**src/accel_step_detector_core_assert.svh**
```systemverilog
// Assertion helpers for the step detector core.
// Both macros sample on clk_i and are disabled while rst_ni is low.
`ifndef ACCEL_STEP_DETECTOR_CORE_ASSERT_SVH
`define ACCEL_STEP_DETECTOR_CORE_ASSERT_SVH

// Same-cycle implication.
`define ASD_ASSERT_NOW(label, ante, cons, msg) \
  label: assert property (@(posedge clk_i) disable iff (!rst_ni) \
    (ante) |-> (cons)) else $error(msg);

// Next-cycle implication.
`define ASD_ASSERT_NEXT(label, ante, cons, msg) \
  label: assert property (@(posedge clk_i) disable iff (!rst_ni) \
    (ante) |=> (cons)) else $error(msg);

`endif

```
**src/asd_pkg.sv**
```systemverilog
`default_nettype none

package asd_pkg;

  // Sample and window geometry (window depths are powers of two)
  localparam int unsigned SAMPLE_W  = 16;
  localparam int unsigned LONG_N    = 16;
  localparam int unsigned SHORT_N   = 4;
  localparam int unsigned LONG_LOG  = $clog2(LONG_N);
  localparam int unsigned SHORT_LOG = $clog2(SHORT_N);

  // Running sums and rounding numerators
  localparam int unsigned LSUM_W = SAMPLE_W + LONG_LOG;
  localparam int unsigned SSUM_W = SAMPLE_W + SHORT_LOG;
  localparam int unsigned NUM_W  = LSUM_W + 2;

  // Averages, magnitudes, squares
  localparam int unsigned AVG_W  = SAMPLE_W + 1;
  localparam int unsigned MAG_W  = AVG_W;
  localparam int unsigned SQ_W   = 2 * MAG_W;
  localparam int unsigned ESUM_W = SQ_W + 2;

  // Energy scaling and result widths
  localparam int unsigned ENERGY_SHIFT = 6;
  localparam int unsigned EFULL_W      = ESUM_W - ENERGY_SHIFT;
  localparam int unsigned ENERGY_W     = 28;
  localparam int unsigned STEP_W       = 32;

  // Configuration
  localparam int unsigned REG_W     = 16;
  localparam int unsigned THR_W     = REG_W + 1;
  localparam int unsigned CFG_IDX_W = 2;
  localparam logic [REG_W-1:0] SENS_RESET = REG_W'(120);
  localparam logic [REG_W-1:0] HYST_RESET = REG_W'(30);

  typedef enum logic [CFG_IDX_W-1:0] {
    REG_SENS = 2'd0,
    REG_HYST = 2'd1
  } cfg_reg_e;

  typedef logic signed [SAMPLE_W-1:0] sample_t;
  typedef logic signed [LSUM_W-1:0]   lsum_t;
  typedef logic signed [SSUM_W-1:0]   ssum_t;
  typedef logic signed [AVG_W-1:0]    avg_t;
  typedef logic        [MAG_W-1:0]    mag_t;
  typedef logic        [SQ_W-1:0]     sq_t;

  // Pipeline load enables, driven by the top-level valid/ready chain
  typedef struct packed {
    logic push;       // new word enters the history
    logic load_mag;   // average difference magnitude register
    logic load_sq;    // square register
    logic load_out;   // result register and hysteresis state
  } pipe_ctl_t;

  // trunc_toward_zero((2*sum + n) / (2n)) with n = 2**log_n
  function automatic avg_t round_avg(input lsum_t sum, input int unsigned log_n);
    logic signed [NUM_W-1:0] num;
    num = (NUM_W'(sum) <<< 1) + signed'(NUM_W'(1) << log_n);
    // bias negative numerators so the arithmetic shift truncates toward zero
    if (num[NUM_W-1]) begin
      num = num + signed'((NUM_W'(1) << (log_n + 1)) - NUM_W'(1));
    end
    return AVG_W'(num >>> (log_n + 1));
  endfunction

endpackage

`default_nettype wire

```
**src/asd_axis.sv**
```systemverilog
`default_nettype none

// One axis: sample history, running sums, short-minus-long magnitude, square.
module asd_axis (
  input  wire logic              clk_i,
  input  wire logic              rst_ni,
  input  wire asd_pkg::pipe_ctl_t ctl_i,
  input  wire asd_pkg::sample_t  sample_i,
  output asd_pkg::sq_t           sq_o
);

  asd_pkg::sample_t hist_q [asd_pkg::LONG_N];
  asd_pkg::lsum_t   sum_l_q, sum_l_d;
  asd_pkg::ssum_t   sum_s_q, sum_s_d;
  asd_pkg::avg_t    avg_s, avg_l;
  asd_pkg::avg_t    diff;
  asd_pkg::mag_t    mag, mag_q;
  asd_pkg::sq_t     sq_q;

  // running sums: add the new word, drop the one leaving each window
  assign sum_l_d = sum_l_q + asd_pkg::LSUM_W'(sample_i)
                 - asd_pkg::LSUM_W'(hist_q[asd_pkg::LONG_N-1]);
  assign sum_s_d = sum_s_q + asd_pkg::SSUM_W'(sample_i)
                 - asd_pkg::SSUM_W'(hist_q[asd_pkg::SHORT_N-1]);

  // history shift line, newest at tap 0
  always_ff @(posedge clk_i or negedge rst_ni) begin
    if (!rst_ni) begin
      for (int i = 0; i < asd_pkg::LONG_N; i++) begin
        hist_q[i] <= '0;
      end
      sum_l_q <= '0;
      sum_s_q <= '0;
    end else if (ctl_i.push) begin
      hist_q[0] <= sample_i;
      for (int i = 1; i < asd_pkg::LONG_N; i++) begin
        hist_q[i] <= hist_q[i-1];
      end
      sum_l_q <= sum_l_d;
      sum_s_q <= sum_s_d;
    end
  end

  // rounded averages and their difference magnitude
  always_comb begin
    avg_s = asd_pkg::round_avg(asd_pkg::LSUM_W'(sum_s_q), asd_pkg::SHORT_LOG);
    avg_l = asd_pkg::round_avg(sum_l_q, asd_pkg::LONG_LOG);
    diff  = avg_s - avg_l;
    mag   = diff[asd_pkg::AVG_W-1] ? asd_pkg::mag_t'(-diff) : asd_pkg::mag_t'(diff);
  end

  // magnitude and square registers
  always_ff @(posedge clk_i) begin
    if (ctl_i.load_mag) begin
      mag_q <= mag;
    end
    if (ctl_i.load_sq) begin
      sq_q <= asd_pkg::sq_t'(mag_q) * asd_pkg::sq_t'(mag_q);
    end
  end

  assign sq_o = sq_q;

endmodule

`default_nettype wire

```
**src/asd_hyst.sv**
```systemverilog
`default_nettype none

// Energy, hysteresis flag, step counter, configuration registers, result word.
module asd_hyst (
  input  wire logic                           clk_i,
  input  wire logic                           rst_ni,
  input  wire asd_pkg::pipe_ctl_t             ctl_i,
  input  wire asd_pkg::sq_t                   sq_x_i,
  input  wire asd_pkg::sq_t                   sq_y_i,
  input  wire asd_pkg::sq_t                   sq_z_i,
  input  wire logic                           cfg_we_i,
  input  wire logic [asd_pkg::CFG_IDX_W-1:0]  cfg_index_i,
  input  wire logic [asd_pkg::REG_W-1:0]      cfg_data_i,
  output logic [asd_pkg::ENERGY_W-1:0]        energy_o,
  output logic                                moving_o,
  output logic                                step_o,
  output logic [asd_pkg::STEP_W-1:0]          total_o
);

  logic [asd_pkg::REG_W-1:0]    sens_q, hyst_q;
  logic [asd_pkg::REG_W-1:0]    half;
  logic [asd_pkg::THR_W-1:0]    upper, lower;
  logic [asd_pkg::ESUM_W-1:0]   esum;
  logic [asd_pkg::EFULL_W-1:0]  energy;
  logic                         step, moving_d;
  logic                         moving_q, step_q;
  logic [asd_pkg::STEP_W-1:0]   total_q, total_d;
  logic [asd_pkg::ENERGY_W-1:0] energy_q;

  // configuration registers
  always_ff @(posedge clk_i or negedge rst_ni) begin
    if (!rst_ni) begin
      sens_q <= asd_pkg::SENS_RESET;
      hyst_q <= asd_pkg::HYST_RESET;
    end else if (cfg_we_i) begin
      unique case (asd_pkg::cfg_reg_e'(cfg_index_i))
        asd_pkg::REG_SENS: sens_q <= cfg_data_i;
        asd_pkg::REG_HYST: hyst_q <= cfg_data_i;
        default: ;
      endcase
    end
  end

  // thresholds; lower one saturates at zero
  always_comb begin
    half  = hyst_q >> 1;
    upper = asd_pkg::THR_W'(sens_q) + asd_pkg::THR_W'(half);
    lower = (sens_q > half) ? asd_pkg::THR_W'(sens_q - half) : '0;
  end

  // energy = floor(sum of squares / 64), then hysteresis decision
  always_comb begin
    esum = asd_pkg::ESUM_W'(sq_x_i) + asd_pkg::ESUM_W'(sq_y_i)
         + asd_pkg::ESUM_W'(sq_z_i);
    energy   = esum[asd_pkg::ESUM_W-1:asd_pkg::ENERGY_SHIFT];
    step     = moving_q && (energy < asd_pkg::EFULL_W'(lower));
    moving_d = moving_q;
    total_d  = total_q;
    if (step) begin
      moving_d = 1'b0;
      total_d  = total_q + asd_pkg::STEP_W'(1);
    end else if (!moving_q && (energy >= asd_pkg::EFULL_W'(upper))) begin
      moving_d = 1'b1;
    end
  end

  // flag and counter are both state and result fields
  always_ff @(posedge clk_i or negedge rst_ni) begin
    if (!rst_ni) begin
      moving_q <= 1'b0;
      total_q  <= '0;
    end else if (ctl_i.load_out) begin
      moving_q <= moving_d;
      total_q  <= total_d;
    end
  end

  always_ff @(posedge clk_i) begin
    if (ctl_i.load_out) begin
      energy_q <= energy[asd_pkg::ENERGY_W-1:0];
      step_q   <= step;
    end
  end

  assign energy_o = energy_q;
  assign moving_o = moving_q;
  assign step_o   = step_q;
  assign total_o  = total_q;

endmodule

`default_nettype wire

```
**src/accel_step_detector_core.sv**
```systemverilog
`default_nettype none

// Step detector core. Takes one signed 16-bit X/Y/Z accelerometer word per
// cycle while not stalled and returns one result word per input word, in
// order: motion energy (floor of the summed squared short-minus-long window
// average differences, divided by 64), the moving flag, a step-completed
// pulse and the running step count (wraps at 2^32). The accept edge loads
// the history shift with running sums; the rounded averages and difference
// magnitude, one squarer per axis, and the energy sum with hysteresis update
// into the result register follow as registered stages, in that order.
// Throughput is one word per cycle; each stage holds its word only while the
// stage after it is full and stalled. Sensitivity (index 0, reset 120) and
// hysteresis (index 1, reset 30) are written through the configuration port,
// which is always ready; write them only while the pipeline is empty. Writes
// to other indexes are dropped.
`include "accel_step_detector_core_assert.svh"

module accel_step_detector_core (
  input  wire logic                           clk_i,
  input  wire logic                           rst_ni,
  input  wire logic                           in_valid_i,
  output logic                                in_ready_o,
  input  wire logic signed [15:0]             accel_x_i,
  input  wire logic signed [15:0]             accel_y_i,
  input  wire logic signed [15:0]             accel_z_i,
  output logic                                out_valid_o,
  input  wire logic                           out_ready_i,
  output logic [asd_pkg::ENERGY_W-1:0]        motion_energy_o,
  output logic                                moving_o,
  output logic                                step_seen_o,
  output logic [asd_pkg::STEP_W-1:0]          total_steps_o,
  input  wire logic                           cfg_valid_i,
  output logic                                cfg_ready_o,
  input  wire logic [asd_pkg::CFG_IDX_W-1:0]  cfg_index_i,
  input  wire logic [asd_pkg::REG_W-1:0]      cfg_data_i
);

  logic va_q, vb_q, vc_q, vd_q;
  logic rdy_a, rdy_b, rdy_c, rdy_d;
  asd_pkg::pipe_ctl_t ctl;
  asd_pkg::sq_t sq_x, sq_y, sq_z;

  // ready chain: a stage takes a word when empty or when it drains
  always_comb begin
    rdy_d = !vd_q || out_ready_i;
    rdy_c = !vc_q || rdy_d;
    rdy_b = !vb_q || rdy_c;
    rdy_a = !va_q || rdy_b;
    ctl.push     = in_valid_i && rdy_a;
    ctl.load_mag = va_q && rdy_b;
    ctl.load_sq  = vb_q && rdy_c;
    ctl.load_out = vc_q && rdy_d;
  end

  // stage valid bits
  always_ff @(posedge clk_i or negedge rst_ni) begin
    if (!rst_ni) begin
      va_q <= 1'b0;
      vb_q <= 1'b0;
      vc_q <= 1'b0;
      vd_q <= 1'b0;
    end else begin
      if (rdy_a) va_q <= in_valid_i;
      if (rdy_b) vb_q <= va_q;
      if (rdy_c) vc_q <= vb_q;
      if (rdy_d) vd_q <= vc_q;
    end
  end

  asd_axis u_axis_x (
    .clk_i    (clk_i),
    .rst_ni   (rst_ni),
    .ctl_i    (ctl),
    .sample_i (accel_x_i),
    .sq_o     (sq_x)
  );

  asd_axis u_axis_y (
    .clk_i    (clk_i),
    .rst_ni   (rst_ni),
    .ctl_i    (ctl),
    .sample_i (accel_y_i),
    .sq_o     (sq_y)
  );

  asd_axis u_axis_z (
    .clk_i    (clk_i),
    .rst_ni   (rst_ni),
    .ctl_i    (ctl),
    .sample_i (accel_z_i),
    .sq_o     (sq_z)
  );

  asd_hyst u_hyst (
    .clk_i       (clk_i),
    .rst_ni      (rst_ni),
    .ctl_i       (ctl),
    .sq_x_i      (sq_x),
    .sq_y_i      (sq_y),
    .sq_z_i      (sq_z),
    .cfg_we_i    (cfg_valid_i),
    .cfg_index_i (cfg_index_i),
    .cfg_data_i  (cfg_data_i),
    .energy_o    (motion_energy_o),
    .moving_o    (moving_o),
    .step_o      (step_seen_o),
    .total_o     (total_steps_o)
  );

  assign in_ready_o  = rdy_a;
  assign out_valid_o = vd_q;
  assign cfg_ready_o = 1'b1;

  // a step always ends the moving state
  `ASD_ASSERT_NOW(a_step_clears_moving, out_valid_o && step_seen_o, !moving_o,
    "step reported while still moving")
  // input stalls only when every stage is full and the output is blocked
  `ASD_ASSERT_NOW(a_stall_only_when_full, !in_ready_o,
    va_q && vb_q && vc_q && vd_q && !out_ready_i,
    "input stalled with a free pipeline stage")
  // an accepted word occupies the first stage next cycle
  `ASD_ASSERT_NEXT(a_push_fills_stage, in_valid_i && in_ready_o, va_q,
    "accepted word lost at pipeline entry")

endmodule

`default_nettype wire
```
**config.mk**
```make
export PLATFORM = sky130hd
export DESIGN_NAME = accel_step_detector_core
export DESIGN_NICKNAME = d
export VERILOG_FILES = /design/src/asd_pkg.sv /design/src/asd_axis.sv /design/src/asd_hyst.sv /design/src/accel_step_detector_core.sv
export VERILOG_INCLUDE_DIRS = /design/src /design/src/src
export SDC_FILE = /design/constraint.sdc
export NUM_CORES = 2
export LEC_CHECK = 0
export BUFFER_PORTS_ARGS = -buffer_cell sky130_fd_sc_hd__buf_2
export CORE_UTILIZATION = 51
export DETAILED_ROUTE_END_ITERATION = 8
export HOLD_SLACK_MARGIN = 0.1
export PLACE_DENSITY = 0.67
export SLEW_MARGIN = 20
export SYNTH_ARGS = -nofsm -noshare
export SYNTH_HDL_FRONTEND = slang
export SYNTH_SLANG_ARGS = --single-unit
```
**constraint.sdc**
```tcl
create_clock -name clk_i -period 18.13 [get_ports clk_i]
set_input_delay 0.9065 -clock clk_i [delete_from_list [all_inputs] [get_ports clk_i]]
set_output_delay 0.9065 -clock clk_i [all_outputs]
set_load 0.02 [all_outputs]
```
== Word-level counts from Yosys, hierarchy flattened ==
Cells that the tools add are included.
Storage, ports and cells
  bits in registers: 1133
  word-level logic and storage cells: 148
  output and inout bits: 65
  input port bits: 71
Cells by class
  mux-type cells: 12
  reduce and logical (&&, ||, !) cells: 21
  multipliers: 3
  add/sub/neg operators: 35
  $lt $le $gt $ge: 3
  equal/unequal tests: 1
Operators by type and width (number)
  17-bit by 17-bit multiplier with 34-bit output: 3
  21-bit by 6-bit adder with 22-bit output (second input constant): 3
  22-bit by 6-bit adder with 22-bit output (second input constant): 3
  22-bit 2-to-1 mux: 3
  19-bit by 4-bit adder with 20-bit output (second input constant): 3
  20-bit by 16-bit adder with 20-bit output: 3
  20-bit by 4-bit adder with 20-bit output (second input constant): 3
  20-bit 2-to-1 mux: 3
  20-bit by 16-bit subtractor with 20-bit output: 3
  18-bit by 16-bit adder with 18-bit output: 3
  18-bit by 16-bit subtractor with 18-bit output: 3
  17-bit negation: 3
  17-bit subtractor: 3
  16-bit 2-to-1 mux: 3
  36-bit by 34-bit adder with 36-bit output: 1
  34-bit by 34-bit adder with 35-bit output: 1
  32-bit by 1-bit adder with 32-bit output (second input constant): 1
  30-bit by 17-bit greater-or-equal comparator with 1-bit output: 1
  30-bit by 17-bit less-than comparator with 1-bit output: 1
  16-bit by 15-bit adder with 17-bit output: 1
  17-bit 2-to-1 mux: 1
  16-bit by 15-bit subtractor with 17-bit output: 1
  16-bit by 15-bit > comparator with 1-bit output: 1
  2-bit AND reduction: 4
  7 further kinds: 20

== Depth between registers and ports, before layout ==
  depth in word-level cells: 6
  gate-level depth with buffers: 29
  depth with buffers taken out: 27

== Cells and area by module ==
From an unflattened synthesis, not the netlist that was laid out.
Second synthesis, totals
  cell total of the unflattened synthesis: 8088
  area, all modules: 86447.9 um^2
By module, submodules not included
  asd_axis at u_axis_y: area each 26118.8 um^2, cells an instance 2432, times used 1, sequential area each 8858.5 um^2
  asd_axis at u_axis_z: area each 25734.7 um^2, cells an instance 2360, times used 1, sequential area each 8858.5 um^2
  asd_axis at u_axis_x: area each 25672.1 um^2, cells an instance 2364, times used 1, sequential area each 8858.5 um^2
  asd_hyst: area each 8727.1 um^2, cells an instance 914, times used 1, sequential area each 2482.4 um^2
  accel_step_detector_core: area each 195.2 um^2, cells an instance 18, times used 1, sequential area each 100.1 um^2

== Worst setup path before layout ==
OpenSTA, ideal clock, no wires.
  path type: reg2reg
  from: reg u_axis_x.mag_q[2]
  to: reg u_axis_x.sq_q[32], in the netlist u_axis_x.sq_o[32], data pin
  slack: 11.490 ns
  arrival time: 6.382 ns
  required time: 17.872 ns
  path buffers: 1
  setup time: 0.258 ns
  cell stages (with the launch flop): 24
  period minus slack after synthesis: 6.640 ns
  cells stage by stage: edfxtp_1 > clkbuf_1 > nand2_1 > inv_1 > fa_1 > fa_1 > fa_1 > inv_1 > fa_1 > fa_1 > inv_1 > fa_1 > ha_1 > a21o_1 > a21o_1 > a21oi_1 > nor2_1 > a21oi_1 > o31ai_1 > o41a_1 > nor3b_1 > o31a_1 > a311o_1 > xor2_1
Between the ends
  longest elaborated chain between the ends: 1
RTL lines
  from (decl): RTL line asd_axis.sv:17  | asd_pkg::mag_t mag, mag_q;
  from (signal assigned): RTL line asd_axis.sv:55  | mag_q <= mag;
  17-bit by 17-bit multiplier with 34-bit output: RTL line asd_axis.sv:58  | sq_q <= asd_pkg::sq_t'(mag_q) * asd_pkg::sq_t'(mag_q);
  to (signal assigned): RTL line asd_axis.sv:58
  to (decl): RTL line asd_axis.sv:18  | asd_pkg::sq_t sq_q;
No other way between the ends.
A chain may end at the register's enable or synchronous reset.

== Worst setup path in the final report ==
  from: reg u_axis_x.mag_q[7]
  to: reg u_axis_x.sq_q[33], in the netlist u_axis_x.sq_o[33], data pin
The elaborated chain is that of the path after synthesis.

==> results by group <==
Timing
  • Setup tns final: 0 ns
  • Relative slew slack: 0.2862
  • Final Hold Fails: 0
  • Fin crit period: 7.614 ns
  • Clock Skew: 0.06553 ns
  • Slew Limit Fails: 0
  • Period utilization: 0.4200
  • Max Clock Freq: 0.1313 GHz
  • Worst-Margin Slew: 1.063 ns
  • Unrepaired setup endpoints after global routing: false
  • Final setup viols: 0

CTS
  • Root buf cell: clkbuf_16
  • Clk sinks: 1129
  • Max clock buf depth: 3
  • Hold-fix buffers, CTS: 0
  • Clk_lat worst skew: 0.80 ns
  • CTS resizes: 0
  • CTS H-tree depth: 4
  • Clk pin slew, worst setup/hold paths: 0.06 ns
  • CTS tree: built
  • Postcts setup bufs: 0
  • CTS buffer count: 132

Placement
  • Placement Cell Area: 87360 um2
  • Hpwl dp: 139.5 mm
  • GP Congestion: 0.9264
  • PortBufs: 134

Floorplanning
  • Rows: 149
  • DIE WIDTH: 409.8 um
  • # IOs: 136
  • Die Y: 409.8 um
  • Core Footprint: 165000 um2
  • Initial core utilization: 0.5141
  • Die area: 168000 um2

Logic synthesis
  • Post-Synth Adder-Cell Area: 0.2576
  • Mapped Nets: 10890
  • Synth top cells by count: nand2_1, inv_1, dfrtp_1
  • Synth Area in Compound Gates: 0.07449
  • Post-synth EDFFs: 179
  • Multiplexer share of the synthesized area: 0.005487
  • Sequential area share after synthesis: 0.3438
  • Top_reg_cell synth: dfrtp_1
  • Post-Syn Area: 84820 um2
  • #FFs+latches synth: 1129
  • Library cells used by synthesis: 90
  • Mean post-synth cell area: 8.944 um2
  • Yosys top cell by area: dfrtp_1
  • Ranking of synthesized cells by area: dfrtp_1, fa_1, nand2_1
  • Largest family of logic cells by synthesized area: adder cells
  • Area fraction of the dominant cell type after synthesis: 0.2779
  • Most common cell in the synthesized netlist: nand2_1
  • Gate Count Post-Synth: 9484
  • Asr flop ratio synth: 0.8415
  • Post-synthesis simple-gate area fraction: 0.1959
  • Yosys warnings: 0
  • Xor/xnor share of the synthesized area: 0.05440

Route
  • Final wirelength: 185.2 mm
  • Vias: 61020
  • Initial DRC count: 3931
  • # DRC: 24
  • Vias per inst: 5.185
  • Drt pass-1 iters: 8
  • ANT nets after route: 0
  • Per-cell routed wire length: 15.74 um

Hold path
  • Hold/Removal Path Class: in -> async

Global route
  • Met1 usage: 0.3168
  • Largest net degree at the start of global routing: 245
  • Met2 usage: 0.3630
  • Total gr overflow: 0
  • GR peak layer: met2
  • Vias in the first global route: 61070
  • First-pass GRT wire length: 310.0 mm
  • Met3 Use GR: 0.03183
  • Total track usage: 0.2248
  • Antenna violations before repair: 5

Critical path
  • WP data arrival: 8.17 ns
  • RR Startpoint: u_axis_x.mag_q[7]
  • Worst Setup Start Kind: flop
  • CP max FO: 17
  • CP endpoint kind: flop
  • Crit. Startpoint: u_axis_x.mag_q[7]
  • Critical Path RT: 18.68 ns
  • Crit path kind: reg -> reg
  • Worst R2R Path Depth: 21

Status
  • Failing checks: design-rule violations
  • Status: finished with violations

Flow run
  • Count of max-cap constraint violations: 0

Finish
  • Fin area: 92090 um2
  • Final #Nets: 10880
  • Util after Layout: 0.5582
  • Layout cell share with drive strength beyond 1: 0.05106
  • Area delta synth->final: 8.569%
per-layer routing:
layer / share of wire / up-vias
met5: 0 / -
met3: 0.039 / 254
met2: 0.46 / 1046
met4: 0.025 / 0
li1: - / 30010
met1: 0.47 / 29710
through the flow:
stage / hold slack (ns) / setup slack, ns / cells
after floorplan: 0.4386 / 11.49 / 9484
after global placement: 0.4447 / 10.72 / 11530
after detailed placement: 0.4484 / 10.56 / 11530
after CTS: 0.1066 / 10.56 / 11760
after global routing: 0.1464 / 10.24 / 11770
final: 0.1335 / 10.52 / 11770
layout by cell type, fill, tap and decap left out, types with 133 or more instances in the layout:
cell type and count:
a21oi_1 237, and2_1 181, buf_2 133, clkbuf_16 133
dfrtp_1 942, edfxtp_1 179, fa_1 689, ha_1 643
inv_1 1226, nand2_1 2752, nor2_1 350, nor3_1 134
o21ai_0 312, xnor2_1 365, xor2_1 158
cell type report:
cell class / instances / area, um2
Multi-Input combinational cell: 6814 / 49910
Clock buffer: 179 / 3641
Antenna cell: 1 / 2.502
Inverter: 1226 / 4602
Timing Repair Buffer: 169 / 1021
Tap cell: 2189 / 2739
Fill cell: 14800 / 72900
Clock inverter: 60 / 1016
Sequential cell: 1129 / 29160
sequential cells by signal, summed over array words and instances, names as in the netlist, 28 cells and up:
register / cells
u_axis_z.hist_q: 256
u_axis_x.sq_o: 33
u_axis_x.hist_q: 256
u_axis_y.hist_q: 256
u_axis_y.sq_o: 33
u_hyst.energy_o: 28
u_hyst.total_o: 32
u_axis_z.sq_o: 33
cells by family after synthesis:
kind of cell / after synthesis
multiplexers: 42
AND/OR/NAND/NOR: 3912
XOR/XNOR: 526
adder cells (fa/ha/maj): 1333
AO/OA/AOI/OAI: 1000
flip-flops: 1129
buffers and inverters: 1541
other: 1
path summary, 6_finish.rpt:
check                                       endpoint  slack [ns]
min in group clk_i                  u_hyst.sens_q[0]        0.34
worst min-delay path            u_axis_z.hist_q[183]        0.13
worst min register to register  u_axis_x.hist_q[111]        0.42
max in group asynchronous        u_axis_y.hist_q[84]       15.04
worst max register to register     u_axis_x.sq_o[33]       10.52
worst max-delay path               u_axis_x.sq_o[33]       10.52
critical path, cell delays in order (launching register included):
cell	delay, ns
edfxtp_1	0.82
and2_1	0.27
inv_1	0.07
fa_1	0.54
inv_1	0.06
fa_1	0.57
fa_1	0.42
ha_1	0.30
fa_1	0.51
fa_1	0.41
ha_1	0.20
or4_1	0.58
a2111oi_0	0.69
or3_1	0.26
a31oi_1	0.09
o22ai_1	0.29
o21ai_1	0.16
o22ai_1	0.29
o21ai_1	0.13
a41o_1	0.27
o41ai_1	0.30
xnor2_1	0.12
Power is left out: the tool's default activity adds up to more than one toggle a clock period on the data nets, which glitch-free logic cannot reach.
